**config.mk**
```make
export PLATFORM = sky130hd
export DESIGN_NAME = run_length_byte_compressor_core
export DESIGN_NICKNAME = d
export VERILOG_FILES = /design/src/rtl/rlbc_pkg.sv /design/src/rtl/run_length_byte_compressor_core.sv
export VERILOG_INCLUDE_DIRS = /design/src /design/src/rtl
export SDC_FILE = /design/constraint.sdc
export NUM_CORES = 1
export LEC_CHECK = 0
export BUFFER_PORTS_ARGS = -buffer_cell sky130_fd_sc_hd__buf_2
export CORE_UTILIZATION = 60
export DETAILED_ROUTE_END_ITERATION = 6
export GPL_ROUTABILITY_DRIVEN = 1
export HOLD_SLACK_MARGIN = 0.15
export PLACE_DENSITY = 0.79
export SLEW_MARGIN = 10
export SYNTH_ARGS = -nofsm -noshare
export SYNTH_HDL_FRONTEND = slang
export SYNTH_SLANG_ARGS = --single-unit
export TNS_END_PERCENT = 1
```
**constraint.sdc**
```tcl
create_clock -name clk -period 3.8 [get_ports clk]
set_input_delay 0.57 -clock clk [delete_from_list [all_inputs] [get_ports clk]]
set_output_delay 0.57 -clock clk [all_outputs]
set_load 0.01 [all_outputs]
```
**src/rtl/run_length_byte_compressor_core_macros.svh**
```systemverilog
// Assertion macros for the run-length byte compressor core.
`ifndef RUN_LENGTH_BYTE_COMPRESSOR_CORE_MACROS_SVH
`define RUN_LENGTH_BYTE_COMPRESSOR_CORE_MACROS_SVH

// Same-cycle implication, disabled while reset is asserted.
`define RLBC_ASSERT_NOW(name, ante, cons) \
    name: assert property (@(posedge clk) disable iff (!rst_n) (ante) |-> (cons)) \
        else $error("rlbc assertion failed");

// Next-cycle implication, disabled while reset is asserted.
`define RLBC_ASSERT_NEXT(name, ante, cons) \
    name: assert property (@(posedge clk) disable iff (!rst_n) (ante) |=> (cons)) \
        else $error("rlbc assertion failed");

`endif

```
**src/rtl/rlbc_pkg.sv**
```systemverilog
// Types and constants of the run-length byte compressor.
package rlbc_pkg;

    localparam int MAX_LITERAL = 32;
    localparam int CNT_W       = $clog2(MAX_LITERAL + 1);
    localparam int ADDR_W      = (MAX_LITERAL > 1) ? $clog2(MAX_LITERAL) : 1;

    localparam logic [CNT_W-1:0] MAX_CNT      = CNT_W'(MAX_LITERAL);
    localparam logic [7:0]       RUN_MAX      = 8'd129;
    localparam logic [7:0]       RUN_HDR_BIAS = 8'd126;
    localparam logic [7:0]       RUN_START    = 8'd2;

    typedef enum logic [1:0] {
        PH_EMPTY  = 2'd0,
        PH_SINGLE = 2'd1,
        PH_RUN    = 2'd2
    } phase_t;

    typedef enum logic [5:0] {
        ST_IDLE     = 6'b000001,
        ST_LIT_HDR  = 6'b000010,
        ST_LIT_DATA = 6'b000100,
        ST_LIT_TAIL = 6'b001000,
        ST_RUN_HDR  = 6'b010000,
        ST_RUN_BYTE = 6'b100000
    } seq_state_t;

endpackage

```
**src/rtl/run_length_byte_compressor_core.sv**
```systemverilog
// Run-length byte compressor core: PackBits-style coder around a literal store.
//
// Raw bytes come in on the s_axis side and leave as a PackBits-style code on
// the m_axis side. A run of L equal bytes (2..129) is coded as the header
// L+126 followed by the byte; a group of n bytes that are not part of a run
// (1..MAX_LITERAL) is coded as the header n-1 followed by the n bytes. A
// repeat flushes the pending literal group before the run starts, runs longer
// than 129 are split, and literal groups are cut at MAX_LITERAL. Zero bytes
// are plain data. s_axis_tlast closes the stream: everything pending is coded,
// m_axis_tlast marks the final coded byte, and the coder returns to its reset
// state. Timing: the intake of a request presents no coded byte; a request
// that releases k coded bytes (up to MAX_LITERAL+3) then has them handed out
// by the sequencer one coded byte per cycle while m_axis is not stalled,
// reading the literal store through its single registered read port;
// s_axis_tready stays low until the last one has moved on. Pending literals
// live in a synchronous MAX_LITERAL x 8 memory; it needs no clearing, only
// entries below the fill count are ever read.
`include "run_length_byte_compressor_core_macros.svh"

module run_length_byte_compressor_core
(
    input  logic       clk,
    input  logic       rst_n,
    // input stream
    input  logic       s_axis_tvalid,
    output logic       s_axis_tready,
    input  logic [7:0] s_axis_tdata,   // [7:0] byte_in
    input  logic       s_axis_tlast,   // last_in
    // coded stream
    output logic       m_axis_tvalid,
    input  logic       m_axis_tready,
    output logic [7:0] m_axis_tdata,   // [7:0] byte_out
    output logic       m_axis_tlast    // last_out
);

    localparam int CW = rlbc_pkg::CNT_W;
    localparam int AW = rlbc_pkg::ADDR_W;

    // ------------------------------------------------------------------
    // Coder state
    // ------------------------------------------------------------------
    rlbc_pkg::phase_t     phase_reg,  phase_next;
    logic [7:0]           held_reg,   held_next;
    logic [7:0]           rlen_reg,   rlen_next;    // run length, 0..129
    logic [CW-1:0]        count_reg,  count_next;   // pending literals

    // Sequencer: pending work of the request being coded
    rlbc_pkg::seq_state_t state_reg,  state_next;
    logic                 run_pend_reg, run_pend_next;
    logic [7:0]           run_len_reg,  run_len_next;   // run to emit
    logic [7:0]           run_byte_reg, run_byte_next;
    logic                 f3_pend_reg,  f3_pend_next;   // closing group pending
    logic [CW-1:0]        f3_n_reg,     f3_n_next;
    logic [7:0]           tail_reg,     tail_next;      // closing group's last byte
    logic [CW-1:0]        grp_n_reg,    grp_n_next;     // stored bytes of group
    logic                 in_f3_reg,    in_f3_next;     // group carries tail byte
    logic [CW-1:0]        idx_reg,      idx_next;
    logic                 last_reg,     last_next;

    // Output register
    logic                 out_valid_reg, out_valid_next;
    logic [7:0]           out_byte_reg,  out_byte_next;
    logic                 out_last_reg,  out_last_next;

    // Literal store
    logic [7:0]           lit_mem [rlbc_pkg::MAX_LITERAL];
    logic [7:0]           mem_rdata_reg;
    logic                 wr_en;
    logic [AW-1:0]        wr_addr;
    logic [7:0]           wr_data;
    logic                 rd_en;
    logic [AW-1:0]        rd_addr;

    logic                 in_acc;
    logic                 out_free;
    logic                 emit_valid;
    logic [7:0]           emit_byte;
    logic                 emit_last;
    logic                 advance;
    logic                 chain;
    logic                 eq;
    logic                 full;
    logic [CW-1:0]        cnt_inc;
    logic [CW-1:0]        idx_inc;

    assign s_axis_tready = (state_reg == rlbc_pkg::ST_IDLE);
    assign in_acc        = s_axis_tvalid && s_axis_tready;
    assign out_free      = !out_valid_reg || m_axis_tready;

    assign m_axis_tvalid = out_valid_reg;
    assign m_axis_tdata  = out_byte_reg;
    assign m_axis_tlast  = out_last_reg;

    assign eq      = (s_axis_tdata == held_reg);
    assign cnt_inc = count_reg + CW'(1);
    assign full    = (cnt_inc == rlbc_pkg::MAX_CNT);
    assign idx_inc = idx_reg + CW'(1);

    // ------------------------------------------------------------------
    // Coded byte presented by the current sequencer state
    // ------------------------------------------------------------------
    always_comb
    begin
        emit_valid = 1'b1;
        emit_byte  = 8'd0;
        emit_last  = 1'b0;
        unique case (state_reg)
            rlbc_pkg::ST_LIT_HDR:
            begin
                emit_byte = 8'(grp_n_reg) + 8'(in_f3_reg) - 8'd1;
            end
            rlbc_pkg::ST_LIT_DATA:
            begin
                emit_byte = mem_rdata_reg;
            end
            rlbc_pkg::ST_LIT_TAIL:
            begin
                // tail group only closes a stream
                emit_byte = tail_reg;
                emit_last = 1'b1;
            end
            rlbc_pkg::ST_RUN_HDR:
            begin
                emit_byte = run_len_reg + rlbc_pkg::RUN_HDR_BIAS;
            end
            rlbc_pkg::ST_RUN_BYTE:
            begin
                emit_byte = run_byte_reg;
                emit_last = last_reg && !f3_pend_reg;
            end
            default:
            begin
                emit_valid = 1'b0;
            end
        endcase
    end

    assign advance = emit_valid && out_free;

    // ------------------------------------------------------------------
    // Request intake and sequencer
    // ------------------------------------------------------------------
    always_comb
    begin
        phase_next    = phase_reg;
        held_next     = held_reg;
        rlen_next     = rlen_reg;
        count_next    = count_reg;
        state_next    = state_reg;
        run_pend_next = run_pend_reg;
        run_len_next  = run_len_reg;
        run_byte_next = run_byte_reg;
        f3_pend_next  = f3_pend_reg;
        f3_n_next     = f3_n_reg;
        tail_next     = tail_reg;
        grp_n_next    = grp_n_reg;
        in_f3_next    = in_f3_reg;
        idx_next      = idx_reg;
        last_next     = last_reg;
        wr_en         = 1'b0;
        wr_addr       = count_reg[AW-1:0];
        wr_data       = held_reg;
        rd_en         = 1'b0;
        rd_addr       = idx_inc[AW-1:0];
        chain         = 1'b0;

        if (in_acc)
        begin
            logic          f1;
            logic [CW-1:0] f1_n;
            logic          run;
            logic          f3;
            f1   = 1'b0;
            f1_n = count_reg;
            run  = 1'b0;
            f3   = 1'b0;

            last_next = s_axis_tlast;
            tail_next = s_axis_tdata;
            f3_n_next = count_reg;

            unique case (phase_reg)
                rlbc_pkg::PH_SINGLE:
                begin
                    if (eq)
                    begin
                        // repeat: flush pending literals, run of two starts
                        f1            = (count_reg != '0);
                        count_next    = '0;
                        rlen_next     = rlbc_pkg::RUN_START;
                        phase_next    = rlbc_pkg::PH_RUN;
                        run           = s_axis_tlast;
                        run_len_next  = rlbc_pkg::RUN_START;
                        run_byte_next = held_reg;
                    end
                    else
                    begin
                        // held byte becomes a literal
                        wr_en      = 1'b1;
                        f1         = full;
                        f1_n       = rlbc_pkg::MAX_CNT;
                        count_next = full ? '0 : cnt_inc;
                        f3_n_next  = full ? '0 : cnt_inc;
                        held_next  = s_axis_tdata;
                        rlen_next  = 8'd1;
                        f3         = s_axis_tlast;
                    end
                end
                rlbc_pkg::PH_RUN:
                begin
                    run_byte_next = held_reg;
                    if (eq && (rlen_reg < rlbc_pkg::RUN_MAX))
                    begin
                        rlen_next    = rlen_reg + 8'd1;
                        run          = s_axis_tlast;
                        run_len_next = rlen_reg + 8'd1;
                    end
                    else
                    begin
                        // run ends (or is split at 129)
                        run          = 1'b1;
                        run_len_next = rlen_reg;
                        held_next    = s_axis_tdata;
                        rlen_next    = 8'd1;
                        phase_next   = rlbc_pkg::PH_SINGLE;
                        f3           = s_axis_tlast;
                    end
                end
                default:
                begin
                    held_next  = s_axis_tdata;
                    rlen_next  = 8'd1;
                    phase_next = rlbc_pkg::PH_SINGLE;
                    f3         = s_axis_tlast;
                end
            endcase

            if (s_axis_tlast)
            begin
                phase_next = rlbc_pkg::PH_EMPTY;
                held_next  = 8'd0;
                rlen_next  = 8'd0;
                count_next = '0;
            end

            run_pend_next = 1'b0;
            f3_pend_next  = 1'b0;
            if (f1)
            begin
                state_next    = rlbc_pkg::ST_LIT_HDR;
                grp_n_next    = f1_n;
                in_f3_next    = 1'b0;
                run_pend_next = run;
                f3_pend_next  = f3;
            end
            else if (run)
            begin
                state_next   = rlbc_pkg::ST_RUN_HDR;
                f3_pend_next = f3;
            end
            else if (f3)
            begin
                state_next = rlbc_pkg::ST_LIT_HDR;
                grp_n_next = f3_n_next;
                in_f3_next = 1'b1;
            end
        end
        else if (advance)
        begin
            unique case (state_reg)
                rlbc_pkg::ST_LIT_HDR:
                begin
                    if (grp_n_reg != '0)
                    begin
                        rd_en      = 1'b1;
                        rd_addr    = '0;
                        idx_next   = '0;
                        state_next = rlbc_pkg::ST_LIT_DATA;
                    end
                    else if (in_f3_reg)
                    begin
                        state_next = rlbc_pkg::ST_LIT_TAIL;
                    end
                    else
                    begin
                        chain = 1'b1;
                    end
                end
                rlbc_pkg::ST_LIT_DATA:
                begin
                    if (idx_inc < grp_n_reg)
                    begin
                        rd_en    = 1'b1;
                        idx_next = idx_inc;
                    end
                    else if (in_f3_reg)
                    begin
                        state_next = rlbc_pkg::ST_LIT_TAIL;
                    end
                    else
                    begin
                        chain = 1'b1;
                    end
                end
                rlbc_pkg::ST_LIT_TAIL:
                begin
                    state_next = rlbc_pkg::ST_IDLE;
                end
                rlbc_pkg::ST_RUN_HDR:
                begin
                    state_next = rlbc_pkg::ST_RUN_BYTE;
                end
                rlbc_pkg::ST_RUN_BYTE:
                begin
                    chain = 1'b1;
                end
                default:
                begin
                    state_next = rlbc_pkg::ST_IDLE;
                end
            endcase

            // next piece of the same request
            if (chain)
            begin
                if (run_pend_reg)
                begin
                    state_next    = rlbc_pkg::ST_RUN_HDR;
                    run_pend_next = 1'b0;
                end
                else if (f3_pend_reg)
                begin
                    state_next   = rlbc_pkg::ST_LIT_HDR;
                    grp_n_next   = f3_n_reg;
                    in_f3_next   = 1'b1;
                    f3_pend_next = 1'b0;
                end
                else
                begin
                    state_next = rlbc_pkg::ST_IDLE;
                end
            end
        end
    end

    // Output register: loads whenever a coded byte moves forward
    always_comb
    begin
        out_valid_next = out_valid_reg;
        out_byte_next  = out_byte_reg;
        out_last_next  = out_last_reg;
        if (out_free)
        begin
            out_valid_next = advance;
            out_byte_next  = emit_byte;
            out_last_next  = emit_last;
        end
    end

    // ------------------------------------------------------------------
    // Registers
    // ------------------------------------------------------------------
    always_ff @(posedge clk or negedge rst_n)
    begin
        if (!rst_n)
        begin
            phase_reg     <= rlbc_pkg::PH_EMPTY;
            held_reg      <= 8'd0;
            rlen_reg      <= 8'd0;
            count_reg     <= '0;
            state_reg     <= rlbc_pkg::ST_IDLE;
            run_pend_reg  <= 1'b0;
            f3_pend_reg   <= 1'b0;
            in_f3_reg     <= 1'b0;
            last_reg      <= 1'b0;
            out_valid_reg <= 1'b0;
        end
        else
        begin
            phase_reg     <= phase_next;
            held_reg      <= held_next;
            rlen_reg      <= rlen_next;
            count_reg     <= count_next;
            state_reg     <= state_next;
            run_pend_reg  <= run_pend_next;
            f3_pend_reg   <= f3_pend_next;
            in_f3_reg     <= in_f3_next;
            last_reg      <= last_next;
            out_valid_reg <= out_valid_next;
        end
    end

    always_ff @(posedge clk)
    begin
        run_len_reg  <= run_len_next;
        run_byte_reg <= run_byte_next;
        f3_n_reg     <= f3_n_next;
        tail_reg     <= tail_next;
        grp_n_reg    <= grp_n_next;
        idx_reg      <= idx_next;
        out_byte_reg <= out_byte_next;
        out_last_reg <= out_last_next;
    end

    // Literal store: one write port, one registered read port
    always_ff @(posedge clk)
    begin
        if (wr_en)
        begin
            lit_mem[wr_addr] <= wr_data;
        end
        if (rd_en)
        begin
            mem_rdata_reg <= lit_mem[rd_addr];
        end
    end

    // ------------------------------------------------------------------
    // Assertions
    // ------------------------------------------------------------------
    `RLBC_ASSERT_NOW(a_count_below_max, 1'b1, count_reg < rlbc_pkg::MAX_CNT)
    `RLBC_ASSERT_NOW(a_run_no_literals, phase_reg == rlbc_pkg::PH_RUN, count_reg == '0)
    `RLBC_ASSERT_NOW(a_run_len_range, phase_reg == rlbc_pkg::PH_RUN,
        (rlen_reg >= rlbc_pkg::RUN_START) && (rlen_reg <= rlbc_pkg::RUN_MAX))
    `RLBC_ASSERT_NOW(a_read_in_group, state_reg == rlbc_pkg::ST_LIT_DATA, idx_reg < grp_n_reg)
    `RLBC_ASSERT_NEXT(a_last_ends_stream, advance && emit_last,
        (state_reg == rlbc_pkg::ST_IDLE) && (phase_reg == rlbc_pkg::PH_EMPTY))

endmodule
```
==> results of run 1 <==
==> through the flow <==
| step | worst slack, ns | util (%) | instances |
|---|---|---|---|
| global placement | 0.724 | 64.0 | 1461 |
| global route | 0.277 | 68.8 | 1526 |
| floorplan | 0.420 | - | 1104 |
| detailed placement | 0.611 | 64.0 | 1461 |
| finish | 0.563 | 68.8 | 1526 |
| CTS | 0.600 | 68.8 | 1526 |
==> critical path, delay by kind of cell, from the launching register on <==
family / cells / cell delay, ns
AOI/OAI and AO/OA: 4 / 1.04
buffers and inverters: 1 / 0.25
DFF: 1 / 0.42
and+or+nand+nor: 2 / 1.24
==> cell usage in the layout, fill, tap and decap left out, types with 9 or more instances in the layout <==
cell type	n
o41ai_1	9
mux2i_1	65
xnor2_1	19
clkbuf_16	37
nor3_1	22
a221oi_1	15
buf_4	62
inv_1	36
ha_1	20
nand3_1	32
xor2_1	10
a21oi_1	29
dfrtp_1	34
nor2_1	73
o22ai_1	11
buf_2	23
mux2_2	21
a31oi_1	14
nand2_1	79
o221ai_1	16
edfxtp_1	315
o21ai_0	55
o211ai_1	23
a211oi_1	10
==> layout make-up <==
type	instances	area [um2]	share of cell area (%)
sequential	350	10300	59.8
timing repair buffer	86	601	3.47
inverter	39	146	0.847
clock inverter	12	140	0.811
multi-input combinational	656	4580	26.5
clock buffer	53	1070	6.17
tap	330	413	2.39
==> power by group through the flow <==
stage	Sequential (uW)	Combinational [uW]	Clock, uW
after floorplan	4220	11.5	0
after global placement	4220	31.0	0
after detailed placement	4220	31.5	0
after CTS	4140	31.5	3600
after global routing	4130	34.5	3760
final	4140	31.3	3570
==> layer usage <==
metal | up-vias | wire [um] | global-route usage (%)
li1 | 4425 | - | -
met1 | 4819 | 13900 | 37.4
met5 | - | 0 | 0
met3 | 106 | 2770 | 3.37
met4 | 0 | 1680 | 13.6
met2 | 516 | 16700 | 44.3
==> path summary, 6_finish.rpt <==
path / to
worst max-delay path: mem_rdata_reg[4]
worst min-delay path: rlen_reg[4]
worst max register to register: mem_rdata_reg[4]
worst min register to register: last_reg
max in group asynchronous: state_reg[2]
min in group clk: tail_reg[3]
==> cell families (layout without fill, tap and decap cells) <==
group / count (synthesis) / count (layout) / share of synthesized area [%]
mux: 95 / 95 / 7.05
buf+inv: 98 / 190 / 2.57
simple gates: 273 / 273 / 8.65
compound gates: 239 / 239 / 10.9
xor+xnor: 29 / 29 / 1.66
fa+ha+maj: 20 / 20 / 1.64
flops: 350 / 350 / 67.5
==> flow_summary.ini, run 1 <==
[final_layout]
largest_reg_flops = 256
fillers = 1717
num_antenna_cells = 0
final_nets = 1203
drive_above_1_share_pct = 15.6
largest_register = lit_mem
stdcell_area_mm2 = 0.0173
syn2layout_area_growth_pct = 12.9

[setup_path]
endpoint_kind = register
critical_path_class = reg2reg
regToRegStartpoint = grp_n_reg[4]
critPathLaunchType = register
startpoint = grp_n_reg[4]
arrival_ns = 3.47
crit_fanout = 17
r2r_setup_slack_ns = 0.56
slowest_stage = or4_1
crit_chain = or4_1 > o2111ai_1 > buf_4 > and2_1 > o221ai_1 > a211oi_1 > a31oi_1
required_ns = 4.03
cpPeakStageDelay_ns = 0.63
worstRegToRegCells = 7

[power_and_ir_drop]
peakVddDrop_mv = 0.457
p_sw_uw = 1440
power_uw = 7730
p_sw_share_pct = 18.6
seqPwrFrac_pct = 53.5
p_leak_uw = 0.00643
p_per_area_mw_per_mm2 = 448
pwr-share-clk_pct = 46.1
intPower_uw = 6300
p_comb_share_pct = 0.4

[placement]
hpwl_um = 22100
numPortBuffers = 23
dpl-instance-area_mm2 = 0.0161
place_congestion = 0.989

[synth]
yosysTopAreaCellShare_pct = 61.8
synthTopCellsByCount = edfxtp_1, nand2_1, nor2_1
ys_ff_latch = 350
synthesis.area_mm2 = 0.0153
synth_area_leaders = edfxtp_1, dfrtp_1, mux2i_1
yosysTopAreaCell = edfxtp_1
syn-instance-count = 1104
synth_most_common_cell = edfxtp_1
ys.flop_type = edfxtp_1
synth_seq_area_share_pct = 67.5
syn_nets = 1137
yosysWarnings = 0
avgSynthCellArea_um2 = 13.9
synth_edf_count = 315
async_reset_ff_share_pct = 10.0
synthDistinctLibCells = 78

[timing]
fin_hold_ws_ns = 0.168
fin_crit_ns = 3.24
max_slew_margin_pct = 42.8
rsz0062_at_grt = false
worst_pin_slew_ns = 0.858
setup_viol = 0
max_freq_mhz = 309
fin_crit_sh_pct = 85.2
fin_tns_setup_ns = 0
hold_viol_final = 0
drv_slew = 0
finClkSkew_ns = 0.0184

[route]
drc = 0
ant_nets = 0
dr.pass1.iters = 7
via_count = 9866
avgRoutedWirePerCell_um = 23.0
wl_um = 35100
first_iter_violations = 1183
via_per_inst = 6.47

[floorplan]
initial_core_util_pct = 61.0
core-area_mm2 = 0.0251
io_pins = 24
die_area_mm2 = 0.0262
die_w_um = 162
dieHeight_um = 162
num_rows = 58

[clock_network]
numCtsBuffers = 37
hold_buffers = 0
post_cts_resized = 0
clk_pin_slew_ns = 0.06
h-tree-depth = 2
cts_tree = yes
root_buffer = clkbuf_16
clkSinkCount = 350
clkLatencyLatePin_ns = 0.52
post_cts_buffers = 0
clock_path_buffers = 3

[grt]
grt_pass1_wl_um = 54200
grt_usage_pct = 27.5
antenna_found_initial = 0
grt-ovfl-total = 0
grt_pass1_vias = 9521
grt_max_degree = 98

[worst_hold_path]
worstHoldPathType = in2async

[run]
maxCapViolations = 0

[run_status]
status = complete, no violations
Power figures use the tool's default switching activity.
==> run 2, diff against run 1 <==
--- a/config.mk
+++ b/config.mk
@@ -11,7 +11,7 @@
 export DETAILED_ROUTE_END_ITERATION = 6
 export GPL_ROUTABILITY_DRIVEN = 1
 export HOLD_SLACK_MARGIN = 0.15
-export PLACE_DENSITY = 0.79
+export PLACE_DENSITY = 0.88
 export SLEW_MARGIN = 10
 export SYNTH_ARGS = -nofsm -noshare
 export SYNTH_HDL_FRONTEND = slang
==> run 2 against run 1 <==
The flow now finishes with violations (DRC). Sequential cell count is the same. Via count is 1.4% higher. Critical path depth is 1 higher. Clock power is 5.9% lower. Count of clock-buffer cells in the layout decreased by 6. Setup slack got worse by 0.026 ns. Register-to-register slack lost 0.03 ns. Cell count decreased by 1.2%. Critical path type unchanged. Largest power group unchanged. Highest routed layer unchanged.
==> flow_summary.ini, run 2 (synthesis gave the netlist of run 1 again) <==
[run_status]
status = complete, but fails checks
violations = DRC

[final_layout]
num_antenna_cells = 0
drive_above_1_share_pct = 14.0
final_nets = 1186
largest_reg_flops = 256
final_cell_mix = edfxtp_1, nand2_1, nor2_1, mux2i_1, o21ai_0
largest_register = lit_mem
syn2layout_area_growth_pct = 11.6
final_common_cell = edfxtp_1

[clock_network]
clock_path_buffers = 3
clkSinkCount = 350
numCtsBuffers = 35
clk_pin_slew_ns = 0.06
h-tree-depth = 2
clkLatencyLatePin_ns = 0.52
cts_tree = yes
post_cts_buffers = 0
hold_buffers = 0
root_buffer = clkbuf_16
post_cts_resized = 0

[worst_hold_path]
worstHoldPathType = in2async

[placement]
numPortBuffers = 23
place_congestion = 0.956
post-place-ws_ns = 0.545
hpwl_um = 22400

[setup_path]
arrival_ns = 3.54
r2r_setup_slack_ns = 0.54
critical_path_class = reg2reg
regToRegStartpoint = grp_n_reg[4]
crit_family = simple AND/OR/NAND/NOR gates
startpoint = grp_n_reg[4]
slowest_stage = or4_1
endpoint_kind = register
critPathLaunchType = register
path_buf_inv = 1
required_ns = 4.07
crit_fanout = 18
crit_chain = or4_1 > o2111a_1 > buf_4 > nor2_2 > nand2_1 > o211ai_1 > nand3_1 > o21a_1
cpPeakStageDelay_ns = 0.61

[power_and_ir_drop]
p_leak_uw = 0.00629
p_sw_share_pct = 18.8
p_per_area_mw_per_mm2 = 441
p_sw_uw = 1410
pwr-share-clk_pct = 44.6
seqPwrFrac_pct = 55.0
p_comb_share_pct = 0.4
intPower_uw = 6110
peakVddDrop_mv = 0.355

[timing]
rsz0062_at_grt = false
fin_crit_sh_pct = 85.9
max_freq_mhz = 306
hold_viol_final = 0
fin_crit_ns = 3.26
layout_setup_ws_ns = 0.537
drv_slew = 0
max_slew_margin_pct = 45.0
fin_tns_setup_ns = 0
finClkSkew_ns = 0.0127
setup_viol = 0
worst_pin_slew_ns = 0.824

[route]
avgRoutedWirePerCell_um = 23.4
ant_nets = 0
wl_um = 35300
via_count = 10000
first_iter_violations = 1412
dr.pass1.iters = 7
via_per_inst = 6.64
drc = 52

[floorplan]
die_area_mm2 = 0.0262
io_pins = 24
dieHeight_um = 162
core-area_mm2 = 0.0251
die_w_um = 162
num_rows = 58
initial_core_util_pct = 61.0

[grt]
grt_usage_pct = 27.7
grtUsageMet1_pct = 36.4
grt-ovfl-total = 0
antenna_found_initial = 0
grt_use_met3_pct = 5.34
met2_usage_pct = 45.0
grt_max_degree = 95
grt_busiest_layer = met2
grt_pass1_wl_um = 54400
grt_pass1_vias = 9646

[run]
maxCapViolations = 0
[run 2: cell types whose count changed in the layout (fill, tap and decap cells not counted)]
cell        delta
buf_4         -15
clkbuf_8       -5
clkinv_1       +5
inv_6          -2
bufinv_16      -1
clkbuf_1       -1
clkinvlp_4     +1
[run 2: area by class of cell]
cell class	count	area, um2
clock buffer	47	993
clock inverter	15	119
fill	1641	8030
inverter	39	146
multi-input combinational	656	4580
sequential	350	10300
tap	330	413
timing repair buffer	71	488
[run 2: path summary, 6_finish.rpt]
path,end,cells after the start
setup / recovery,mem_rdata_reg[6],8
hold / removal,rlen_reg[6],1
max in group asynchronous,held_reg[0],1
hold reg to reg,last_reg,2
setup reg to reg,mem_rdata_reg[6],8
min in group clk,tail_reg[3],1
[run 2: per-stage QoR]
stage | util [%] | cells | total power, uW | hold WS, ns | area (um2)
finish | 68.0 | 1508 | 7520 | 0.138 | 17100
floorplan | - | 1104 | 4230 | 0.274 | 15300
detailed placement | 63.6 | 1446 | 4250 | 0.473 | 16000
CTS | 68.0 | 1508 | 7530 | 0.164 | 17100
global placement | 63.6 | 1446 | 4250 | 0.466 | 16000
global route | 68.0 | 1508 | 7690 | 0.206 | 17100
[run 2: layer usage]
metal,wire (um),vias to the layer above
li1,-,4387
met1,13400,4870
met2,17000,609
met3,3310,140
met4,1620,0
met5,0,-
[run 2: power by group through the flow]
| stage | Combinational, uW | Clock [uW] | Sequential [uW] |
|---|---|---|---|
| 2_1_floorplan | 11.5 | 0 | 4220 |
| 3_3_place_gp | 30.9 | 0 | 4220 |
| 3_5_place_dp | 31.5 | 0 | 4220 |
| 4_1_cts | 31.5 | 3370 | 4140 |
| 5_1_grt | 35.1 | 3520 | 4130 |
| 6_report | 31.5 | 3360 | 4140 |
==> run 3, diff against run 2 <==
--- a/config.mk
+++ b/config.mk
@@ -11,7 +11,7 @@
 export DETAILED_ROUTE_END_ITERATION = 6
 export GPL_ROUTABILITY_DRIVEN = 1
 export HOLD_SLACK_MARGIN = 0.15
-export PLACE_DENSITY = 0.88
+export PLACE_DENSITY = 0.77
 export SLEW_MARGIN = 10
 export SYNTH_ARGS = -nofsm -noshare
 export SYNTH_HDL_FRONTEND = slang
==> run 3 against run 2 <==
Setup slack improved by 0.089 ns. Non-clock buffer count increased by 17. Sequential power about the same. First-iteration DRC count increased by 7.3%. Sequential cell count unchanged. Clock skew increased by 0.014 ns. Critical endpoint is now grp_n_reg[3]. Largest power group unchanged. Fmax increased by 2.8%. The run now ends clean.
==> flow_summary.ini, run 3 (synthesis gave the netlist of run 1 again) <==
[setup_path]
arrival_ns = 3.35
cpPeakStageDelay_ns = 0.51
regToRegStartpoint = idx_reg[0]
endpoint_kind = register
crit_chain = ha_1 > xnor2_1 > clkinv_1 > ha_1 > a21o_1 > a21oi_1 > a31oi_1 > o21ai_0 > a2111oi_2 > a221o_1
startpoint = idx_reg[0]
critPathLaunchType = register
required_ns = 3.98
crit_fanout = 7
slowest_stage = a2111oi_2
crit_path_frequent_cell = ha_1
critical_path_class = reg2reg

[grt]
grt-ovfl-total = 0
grt_max_degree = 68
antenna_found_initial = 0
grt_usage_pct = 28.2
grt_busiest_layer = met2
grt_pass1_vias = 9423
grtUsageMet1_pct = 38.3
grt_use_met3_pct = 4.70
grt_pass1_wl_um = 54800
met2_usage_pct = 45.5

[placement]
numPortBuffers = 23
place_congestion = 0.966
hpwl_um = 22900
post-place-ws_ns = 0.678
dp.cells = 1463

[route]
wl_um = 35700
via_per_inst = 6.39
drc = 0
dr.pass1.iters = 7
first_iter_violations = 1515
ant_nets = 0
avgRoutedWirePerCell_um = 23.4
via_count = 9767

[floorplan]
core-area_mm2 = 0.0251
die_w_um = 162
num_rows = 58
io_pins = 24
dieHeight_um = 162
die_area_mm2 = 0.0262
initial_core_util_pct = 61.0

[timing]
fin_hold_ws_ns = 0.192
drv_slew = 0
fin_crit_sh_pct = 83.5
hold_viol_final = 0
fin_tns_setup_ns = 0
max_freq_mhz = 315
layout_setup_ws_ns = 0.626
setup_viol = 0
worst_pin_slew_ns = 1.08
finClkSkew_ns = 0.0262
max_slew_margin_pct = 27.9
rsz0062_at_grt = false
fin_crit_ns = 3.17

[final_layout]
fillers = 1750
final_cell_mix = edfxtp_1, nand2_1, nor2_1, mux2i_1, buf_4
num_antenna_cells = 0
largest_reg_flops = 256
final_nets = 1205
final_common_cell = edfxtp_1
final_cell_count_no_fill = 1528
syn2layout_area_growth_pct = 12.2
largest_register = lit_mem
drive_above_1_share_pct = 15.4

[clock_network]
clk_pin_slew_ns = 0.06
post_cts_buffers = 0
clkSinkCount = 350
numCtsBuffers = 37
hold_buffers = 0
root_buffer = clkbuf_16
clkLatencyLatePin_ns = 0.53
clock_path_buffers = 3
h-tree-depth = 2
post_cts_resized = 0
cts_tree = yes

[worst_hold_path]
worstHoldPathType = in2async

[power_and_ir_drop]
p_comb_share_pct = 0.4
p_sw_share_pct = 19.4
peakVddDrop_mv = 0.425
p_per_area_mw_per_mm2 = 434
p_sw_uw = 1450
pwr-share-clk_pct = 44.0
power_uw = 7450
seqPwrFrac_pct = 55.5
p_leak_uw = 0.00637
intPower_uw = 6000

[run_status]
status = complete, no violations

[run]
maxCapViolations = 0
-- run 3: cell types whose count changed in the layout (fill, tap and decap cells not counted) --
| cell | delta |
|---|---|
| clkbuf_8 | -3 |
| clkbuf_1 | -2 |
| buf_4 | +18 |
| clkinv_1 | +3 |
| bufinv_16 | -1 |
| inv_6 | +3 |
| buf_12 | -1 |
| clkinv_2 | +3 |
-- run 3: worst paths after layout --
path / end / slack [ns] / cells past startpoint
setup reg to reg: grp_n_reg[3] / 0.63 / 10
min in group clk: tail_reg[5] / 0.27 / 1
hold reg to reg: last_reg / 0.49 / 2
hold / removal: rlen_reg[5] / 0.19 / 1
setup / recovery: grp_n_reg[3] / 0.63 / 10
max in group asynchronous: state_reg[4] / 3.03 / 1
-- run 3: worst max-delay path: cells and delay by family (launching register included) --
kind | cells | cell delay, ns
compound gates | 6 | 1.54
fa+ha+maj | 2 | 0.56
flops | 1 | 0.45
xor+xnor | 1 | 0.19
buf+inv | 1 | 0.12
-- run 3: cell type report --
cell class | instances | area (um2) | share of cell area, %
clock inverter | 23 | 141 | 0.824
inverter | 39 | 146 | 0.853
sequential | 350 | 10300 | 60.2
multi-input combinational | 656 | 4580 | 26.7
tap | 330 | 413 | 2.41
timing repair buffer | 88 | 603 | 3.51
clock buffer | 42 | 945 | 5.50
-- run 3: metal layers --
metal	routed length [um]	up-vias
met5	0	-
met4	1320	0
met3	2830	99
met2	17200	462
met1	14300	4771
li1	-	4435
-- run 3: metrics by stage --
step	util [%]	instance area [um2]
5_1_grt	68.4	17200
3_3_place_gp	64.0	16100
2_1_floorplan	-	15300
6_report	68.4	17200
3_5_place_dp	64.0	16100
4_1_cts	68.4	17200
-- run 3: power by group through the flow --
| stage | clock network [uW] | logic, uW | registers, uW |
|---|---|---|---|
| final | 3280 | 31.7 | 4140 |
| after detailed placement | 0 | 32.0 | 4220 |
| after global routing | 3440 | 35.9 | 4130 |
| after CTS | 3310 | 31.9 | 4140 |
| after global placement | 0 | 31.3 | 4220 |
| after floorplan | 0 | 11.5 | 4220 |
